### src/design/krt_pkg.sv
// Shared types and constants of the keyed route table.
package krt_pkg;

  // Table geometry
  localparam int TABLE_DEPTH = 16;
  localparam int IDX_W = (TABLE_DEPTH > 1) ? $clog2(TABLE_DEPTH) : 1;
  localparam int CNT_W = $clog2(TABLE_DEPTH + 1);

  // Field widths
  localparam int KIND_W    = 2;
  localparam int KEY_W     = 64;
  localparam int DATA_W    = 32;
  localparam int OUTCOME_W = 2;
  localparam int SLOT_W    = 4;

  // Operation codes
  typedef enum logic [KIND_W-1:0] {
    KIND_UPDATE = 2'd0,
    KIND_PIN    = 2'd1,
    KIND_REMOVE = 2'd2,
    KIND_FIND   = 2'd3
  } kind_t;

  // Outcome codes
  typedef enum logic [OUTCOME_W-1:0] {
    OUT_DONE    = 2'd0,
    OUT_REFUSED = 2'd1,
    OUT_FULL    = 2'd2,
    OUT_MISSING = 2'd3
  } outcome_t;

  // One table entry as held in the entry RAM
  typedef struct packed {
    logic [KEY_W-1:0]  key;
    logic [DATA_W-1:0] data;
    logic              pinned;
  } entry_t;

  localparam int ENTRY_W = $bits(entry_t);

endpackage

### src/design/keyed_route_table_unit.sv
// Keyed route table: 64-bit keyed link descriptor table with pinned entries.
//
// Each request is accepted and then compares the entries one at a time, from
// slot 0 up to the first match (or up to the entry count on a miss, at least one);
// a remove that hits then fetches the last entry. The scan pace is set by the single
// read port of the entry RAM feeding one shared 64-bit key comparator. in_stall is
// high while a request is in work; the result sits in an output register, so a new
// request is taken while the previous result still waits on out_stall, and the next
// result waits until that register is free. The entry RAM needs no clearing after
// reset.
module keyed_route_table_unit (
  input  logic                         clk,
  input  logic                         rst_n,
  input  logic                         in_valid,
  output logic                         in_stall,
  input  logic [krt_pkg::KIND_W-1:0]   in_kind,
  input  logic [krt_pkg::KEY_W-1:0]    in_key,
  input  logic [krt_pkg::DATA_W-1:0]   in_link_data,
  input  logic                         in_link_pinned,
  output logic                         out_valid,
  input  logic                         out_stall,
  output logic [krt_pkg::OUTCOME_W-1:0] out_outcome,
  output logic [krt_pkg::SLOT_W-1:0]   out_slot,
  output logic [krt_pkg::DATA_W-1:0]   out_found_data,
  output logic                         out_found_pinned
);
  import krt_pkg::*;

  typedef enum logic [2:0] {
    ST_IDLE = 3'b001,
    ST_SCAN = 3'b010,
    ST_MOVE = 3'b100
  } state_t;

  state_t            state_r, state_nxt;
  logic [IDX_W-1:0]  idx_r, idx_nxt;
  logic [IDX_W-1:0]  hit_r, hit_nxt;
  logic [CNT_W-1:0]  cnt_r, cnt_nxt;

  // Request held while the sequencer works
  kind_t             kind_r;
  logic [KEY_W-1:0]  key_r;
  logic [DATA_W-1:0] data_r;
  logic              pin_r;

  // Result register
  logic              out_valid_r;
  outcome_t          outcome_r;
  logic [SLOT_W-1:0] slot_r;
  logic [DATA_W-1:0] fdata_r;
  logic              fpin_r;

  // RAM port signals
  logic               we;
  logic [IDX_W-1:0]   waddr, rd_addr;
  entry_t             wdata;
  logic [ENTRY_W-1:0] rd_raw;
  entry_t             rd_ent;

  // Result load
  logic              load;
  outcome_t          res_outcome;
  logic [SLOT_W-1:0] res_slot;
  logic [DATA_W-1:0] res_data;
  logic              res_pin;

  logic              accept, out_free, match, last_scan;
  logic [CNT_W-1:0]  cnt_dec;
  logic [IDX_W-1:0]  last_idx;
  entry_t            new_ent;

  krt_ram #(
    .WIDTH (ENTRY_W),
    .DEPTH (TABLE_DEPTH)
  ) u_entry_ram (
    .clk   (clk),
    .we    (we),
    .waddr (waddr),
    .wdata (wdata),
    .raddr (rd_addr),
    .rdata (rd_raw)
  );

  assign rd_ent   = entry_t'(rd_raw);
  assign in_stall = (state_r != ST_IDLE);
  assign accept   = in_valid && !in_stall;
  assign out_free = !out_valid_r || !out_stall;

  // Shared key compare and scan-end test
  assign match     = (cnt_r != '0) && (rd_ent.key == key_r);
  assign last_scan = (CNT_W'(idx_r) + CNT_W'(1)) >= cnt_r;
  assign cnt_dec   = cnt_r - CNT_W'(1);
  assign last_idx  = IDX_W'(cnt_dec);

  always_comb begin
    new_ent.key    = key_r;
    new_ent.data   = data_r;
    new_ent.pinned = pin_r;
  end

  // Sequencer
  always_comb begin
    state_nxt   = state_r;
    idx_nxt     = idx_r;
    hit_nxt     = hit_r;
    cnt_nxt     = cnt_r;
    rd_addr     = idx_r;
    we          = 1'b0;
    waddr       = idx_r;
    wdata       = new_ent;
    load        = 1'b0;
    res_outcome = OUT_DONE;
    res_slot    = '0;
    res_data    = '0;
    res_pin     = 1'b0;
    case (state_r)
      ST_IDLE: begin
        if (in_valid) begin
          state_nxt = ST_SCAN;
          idx_nxt   = '0;
          rd_addr   = '0;
        end
      end
      ST_SCAN: begin
        if (match) begin
          if (kind_r == KIND_REMOVE) begin
            // fetch the last entry to fill the freed slot
            hit_nxt   = idx_r;
            rd_addr   = last_idx;
            state_nxt = ST_MOVE;
          end else if (out_free) begin
            load      = 1'b1;
            state_nxt = ST_IDLE;
            res_slot  = SLOT_W'(idx_r);
            case (kind_r)
              KIND_UPDATE: begin
                if (rd_ent.pinned) begin
                  res_outcome = OUT_REFUSED;
                  res_slot    = '0;
                end else begin
                  we = 1'b1;
                end
              end
              KIND_PIN: begin
                we           = 1'b1;
                wdata        = rd_ent;
                wdata.pinned = 1'b1;
              end
              KIND_FIND: begin
                res_data = rd_ent.data;
                res_pin  = rd_ent.pinned;
              end
              default: begin
                res_outcome = OUT_DONE;
              end
            endcase
          end
        end else if (last_scan) begin
          if (out_free) begin
            load      = 1'b1;
            state_nxt = ST_IDLE;
            if (kind_r == KIND_UPDATE) begin
              if (cnt_r < CNT_W'(TABLE_DEPTH)) begin
                // append a new entry
                we       = 1'b1;
                waddr    = IDX_W'(cnt_r);
                res_slot = SLOT_W'(cnt_r);
                cnt_nxt  = cnt_r + CNT_W'(1);
              end else begin
                res_outcome = OUT_FULL;
              end
            end else begin
              res_outcome = OUT_MISSING;
            end
          end
        end else begin
          idx_nxt = idx_r + IDX_W'(1);
          rd_addr = idx_r + IDX_W'(1);
        end
      end
      ST_MOVE: begin
        rd_addr = last_idx;
        if (out_free) begin
          we        = 1'b1;
          waddr     = hit_r;
          wdata     = rd_ent;
          cnt_nxt   = cnt_dec;
          load      = 1'b1;
          res_slot  = SLOT_W'(hit_r);
          state_nxt = ST_IDLE;
        end
      end
      default: begin
        state_nxt = ST_IDLE;
      end
    endcase
  end

  // Control registers
  always_ff @(posedge clk) begin
    if (!rst_n) begin
      state_r     <= ST_IDLE;
      cnt_r       <= '0;
      out_valid_r <= 1'b0;
    end else begin
      state_r <= state_nxt;
      cnt_r   <= cnt_nxt;
      if (load) begin
        out_valid_r <= 1'b1;
      end else if (!out_stall) begin
        out_valid_r <= 1'b0;
      end
    end
  end

  // Payload registers
  always_ff @(posedge clk) begin
    idx_r <= idx_nxt;
    hit_r <= hit_nxt;
    if (accept) begin
      kind_r <= kind_t'(in_kind);
      key_r  <= in_key;
      data_r <= in_link_data;
      pin_r  <= in_link_pinned;
    end
    if (load) begin
      outcome_r <= res_outcome;
      slot_r    <= res_slot;
      fdata_r   <= res_data;
      fpin_r    <= res_pin;
    end
  end

  assign out_valid        = out_valid_r;
  assign out_outcome      = outcome_r;
  assign out_slot         = slot_r;
  assign out_found_data   = fdata_r;
  assign out_found_pinned = fpin_r;

  // Checks
  a_cnt_bound: assert property (@(posedge clk) disable iff (!rst_n)
    cnt_r <= CNT_W'(TABLE_DEPTH))
    else $error("entry count above table depth");

  a_we_busy: assert property (@(posedge clk) disable iff (!rst_n)
    we |-> (state_r != ST_IDLE))
    else $error("entry write while idle");

  a_load_free: assert property (@(posedge clk) disable iff (!rst_n)
    load |-> (!out_valid_r || !out_stall))
    else $error("result overwritten while stalled");

  a_accept_scan: assert property (@(posedge clk) disable iff (!rst_n)
    accept |=> (state_r == ST_SCAN))
    else $error("accepted request did not start a scan");

endmodule

### src/design/krt_ram.sv
// Generic single-write, single-read RAM with registered read data.
module krt_ram #(
  parameter int WIDTH = 8,
  parameter int DEPTH = 16,
  parameter int AW    = (DEPTH > 1) ? $clog2(DEPTH) : 1
) (
  input  logic             clk,
  input  logic             we,
  input  logic [AW-1:0]    waddr,
  input  logic [WIDTH-1:0] wdata,
  input  logic [AW-1:0]    raddr,
  output logic [WIDTH-1:0] rdata
);

  logic [WIDTH-1:0] mem [DEPTH];

  // Write port and registered read port
  always_ff @(posedge clk) begin
    if (we) begin
      mem[waddr] <= wdata;
    end
    rdata <= mem[raddr];
  end

endmodule

### config.mk
export PLATFORM = sky130hd
export DESIGN_NAME = keyed_route_table_unit
export DESIGN_NICKNAME = d
export VERILOG_FILES = /design/src/design/krt_pkg.sv /design/src/design/keyed_route_table_unit.sv /design/src/design/krt_ram.sv
export SDC_FILE = /design/constraint.sdc
export NUM_CORES = 2
export LEC_CHECK = 0
export BUFFER_PORTS_ARGS = -buffer_cell sky130_fd_sc_hd__buf_2
export CORE_AREA = 2 2 392 394
export CTS_BUF_LIST = sky130_fd_sc_hd__clkbuf_8
export CTS_CLUSTER_DIAMETER = 60
export DETAILED_ROUTE_END_ITERATION = 6
export DIE_AREA = 0 0 394 396
export GPL_TIMING_DRIVEN = 1
export HOLD_SLACK_MARGIN = 0.08
export SYNTH_ARGS = -nofsm -noshare
export SYNTH_HDL_FRONTEND = slang
export SYNTH_HIERARCHICAL = 1
export SYNTH_SLANG_ARGS = --single-unit
### constraint.sdc
create_clock -name clk -period 12.7 [get_ports clk]
set_input_delay 0 -clock clk [delete_from_list [all_inputs] [get_ports clk]]
set_output_delay 0 -clock clk [all_outputs]
set_load 0.02 [all_outputs]
==> summary.txt <==
WL/cell -> 28.0 um
Vias -> 33,300
Peak VDD IR -> 0.157 mV
num rows -> 143
largest net degree at the start of global routing -> 130
CTS tree -> done
Req. time, crit path -> 13.48 ns
Initial Util -> 0.449
fin cells -> 5,859
Nets -> 3,720
Max Freq -> 147 MHz
gpl congestion -> 0.839
Die Y -> 396 um
Seq/Total Area, Yosys -> 0.781
commonest register cell after synthesis -> edfxtp_1
postcts setup bufs -> 0
GRT Resource Usage Total -> 0.210
pre-CTS setup slack -> 5.80 ns
Sink Count -> 1,804
Async S/R FF share, synth -> 0
Hold/Removal Path Class -> in2reg
initial antenna violation count -> 17
slew margin rel. -> 0.215
Max-cap violations -> 0
RSZ-0062 raised after global routing -> false
clk slew on worst S/H paths -> 0.06 ns
flops & latches, synth -> 1,804
Final ANT Viol Nets -> 0
proportion of layout cells with a drive suffix above 1 -> 0.279
Post-Syn Instances -> 3,075
total CTS buffers -> 303
# port buffers -> 143
setup tns final -> 0 ns
Worst setup EP type -> register
most frequent cells in the layout -> 1,698 x edfxtp_1, 388 x mux4_2, 331 x clkbuf_8
Area growth syn-to-layout -> 15.6%
num ports -> 144
Vias/cell -> 5.69
core area -> 0.152 sq mm
Mean Syn Cell Area -> 22.1 sq um
Setup violations, final -> 0
P_leak -> 25.1 nW
DRC violations left -> 0
first-pass GRT wire length -> 239,000 um
hold slack -> 0.261 ns
Fin. Hold Viols -> 0
most common cell after layout, fill and taps aside -> edfxtp_1
final design utilization -> 0.519
startpoint types -> register
Syn Nets -> 3,186
Crit Path Class -> reg2reg
CP max FO -> 100
Worst EP arrival -> 7.61 ns
Max clock buf depth -> 4
Final period util -> 0.537
die area -> 0.156 sq mm
YS warnings -> 6
Die X -> 394 um
skew final -> 0.112 ns
Root Buffer -> clkbuf_8
crit path time final -> 6.82 ns
initial DRC count -> 3,354
pwr dens -> 183 mW/mm^2
Clock Latency Late Sink -> 1.00 ns
status -> finished clean
final worst slack -> 5.88 ns
Total Wirelength -> 164,000 um
GRT overflow -> 0
Post-DP HPWL -> 74,300 um
placed insts -> 5,130
distinct cell type count of the synthesized netlist -> 62
slew at the pin closest to its max-slew limit -> 1.18 ns
pins over their slew limit -> 0
H-Tree Depth -> 5
number of global-route vias before repair -> 35,300
Synth Cell Area -> 0.0680 sq mm
Post-synth EDFFs -> 1,698
detailed-router iteration count before antenna repair -> 6
-- state kept, by name, indices dropped and copies added (netlist names) --
signal,count
u_entry_ram/mem,1552
u_entry_ram/rdata,97
key_r,64
data_r,32
out_found_data,32
cnt_r,5
hit_r,4
idx_r,4
out_slot,4
state_r,3
kind_r,2
out_outcome,2
out_found_pinned,1
out_valid,1
pin_r,1
-- worst max-delay path, stage by stage (launching register included) --
cell	delay, ns
edfxtp_1	0.40
xnor2_1	0.20
nand4_1	0.17
nor4_2	0.81
nand3_2	0.39
nor2_1	0.91
a21oi_1	0.23
a211oi_4	0.32
buf_12	0.63
buf_12	0.59
buf_4	0.80
mux4_2	0.59
a22oi_1	0.22
nand2_1	0.07
-- stage by stage --
| step | power, mW | cell area, sq um |
|---|---|---|
| floorplan | 9.18 | 68000 |
| global placement | 9.81 | 71200 |
| detailed placement | 9.86 | 71200 |
| CTS | 14.5 | 78600 |
| global route | 15.0 | 78600 |
| finish | 14.4 | 78600 |
-- layout make-up --
| cell class | instances | area [sq um] |
|---|---|---|
| antenna | 7 | 17.5 |
| clock buffer | 331 | 4560 |
| clock inverter | 187 | 821 |
| fill | 11900 | 73000 |
| inverter | 13 | 48.8 |
| multi-input combinational | 1103 | 14200 |
| sequential | 1804 | 53100 |
| tap | 2030 | 2540 |
| timing repair buffer | 384 | 3300 |
-- path summary, 6_finish.rpt --
kind | from | end | slack [ns] | depth (start not counted)
worst max-delay path | key_r[61]$_DFFE_PP_ | u_entry_ram/rdata[7]$_DFF_P_ | 5.88 | 13
worst min-delay path | in_link_data[17] | data_r[17]$_DFFE_PP_ | 0.26 | 3
worst max register to register | key_r[61]$_DFFE_PP_ | u_entry_ram/rdata[7]$_DFF_P_ | 5.88 | 13
worst min register to register | cnt_r[1]$_SDFFE_PN0P_ | cnt_r[1]$_SDFFE_PN0P_ | 0.52 | 2
-- synth_stat cells (13+ instances only) --
cell type	count	area (sq um)
and2_1	37	231
nand2_1	129	484
dfxtp_1	106	2120
buf_4	31	233
mux2_4	36	541
buf_2	24	120
inv_1	13	48.8
mux4_2	388	8740
a22oi_1	194	1460
clkbuf_1	63	236
nand4_1	14	87.6
mux2_2	56	631
xnor2_1	60	526
nor2_1	27	101
edfxtp_1	1698	51000
buf_1	28	105
-- metal layers --
layer,track usage,vias up,part of all wire
met4,0.0634,10,0.021
met2,0.349,1272,0.50
met3,0.0319,333,0.059
met5,0,-,0.00045
li1,-,14000,-
met1,0.289,17800,0.42
-- power breakdown --
part	internal [mW]	switching (mW)	leakage, nW
registers	6.80	0.160	16.2
logic	1.35	1.45	5.78
clock network	2.42	2.20	3.19
total	10.6	3.81	25.1
-- kinds of logic after synthesis --
kind of cell	after synthesis	synth area share
fa+ha+maj	8	0.00147
xor+xnor	69	0.00888
flops	1804	0.781
mux	489	0.147
compound gates	272	0.0298
buf+inv	168	0.0131
simple gates	265	0.0189
-- timing repair --
item / 4_1_cts / 5_1_grt
hold buffers: 204 / 0
gates resized for setup: 0 / 0
endpoints found under the hold margin: 169 / 0
(Power assumes the default switching activity.)
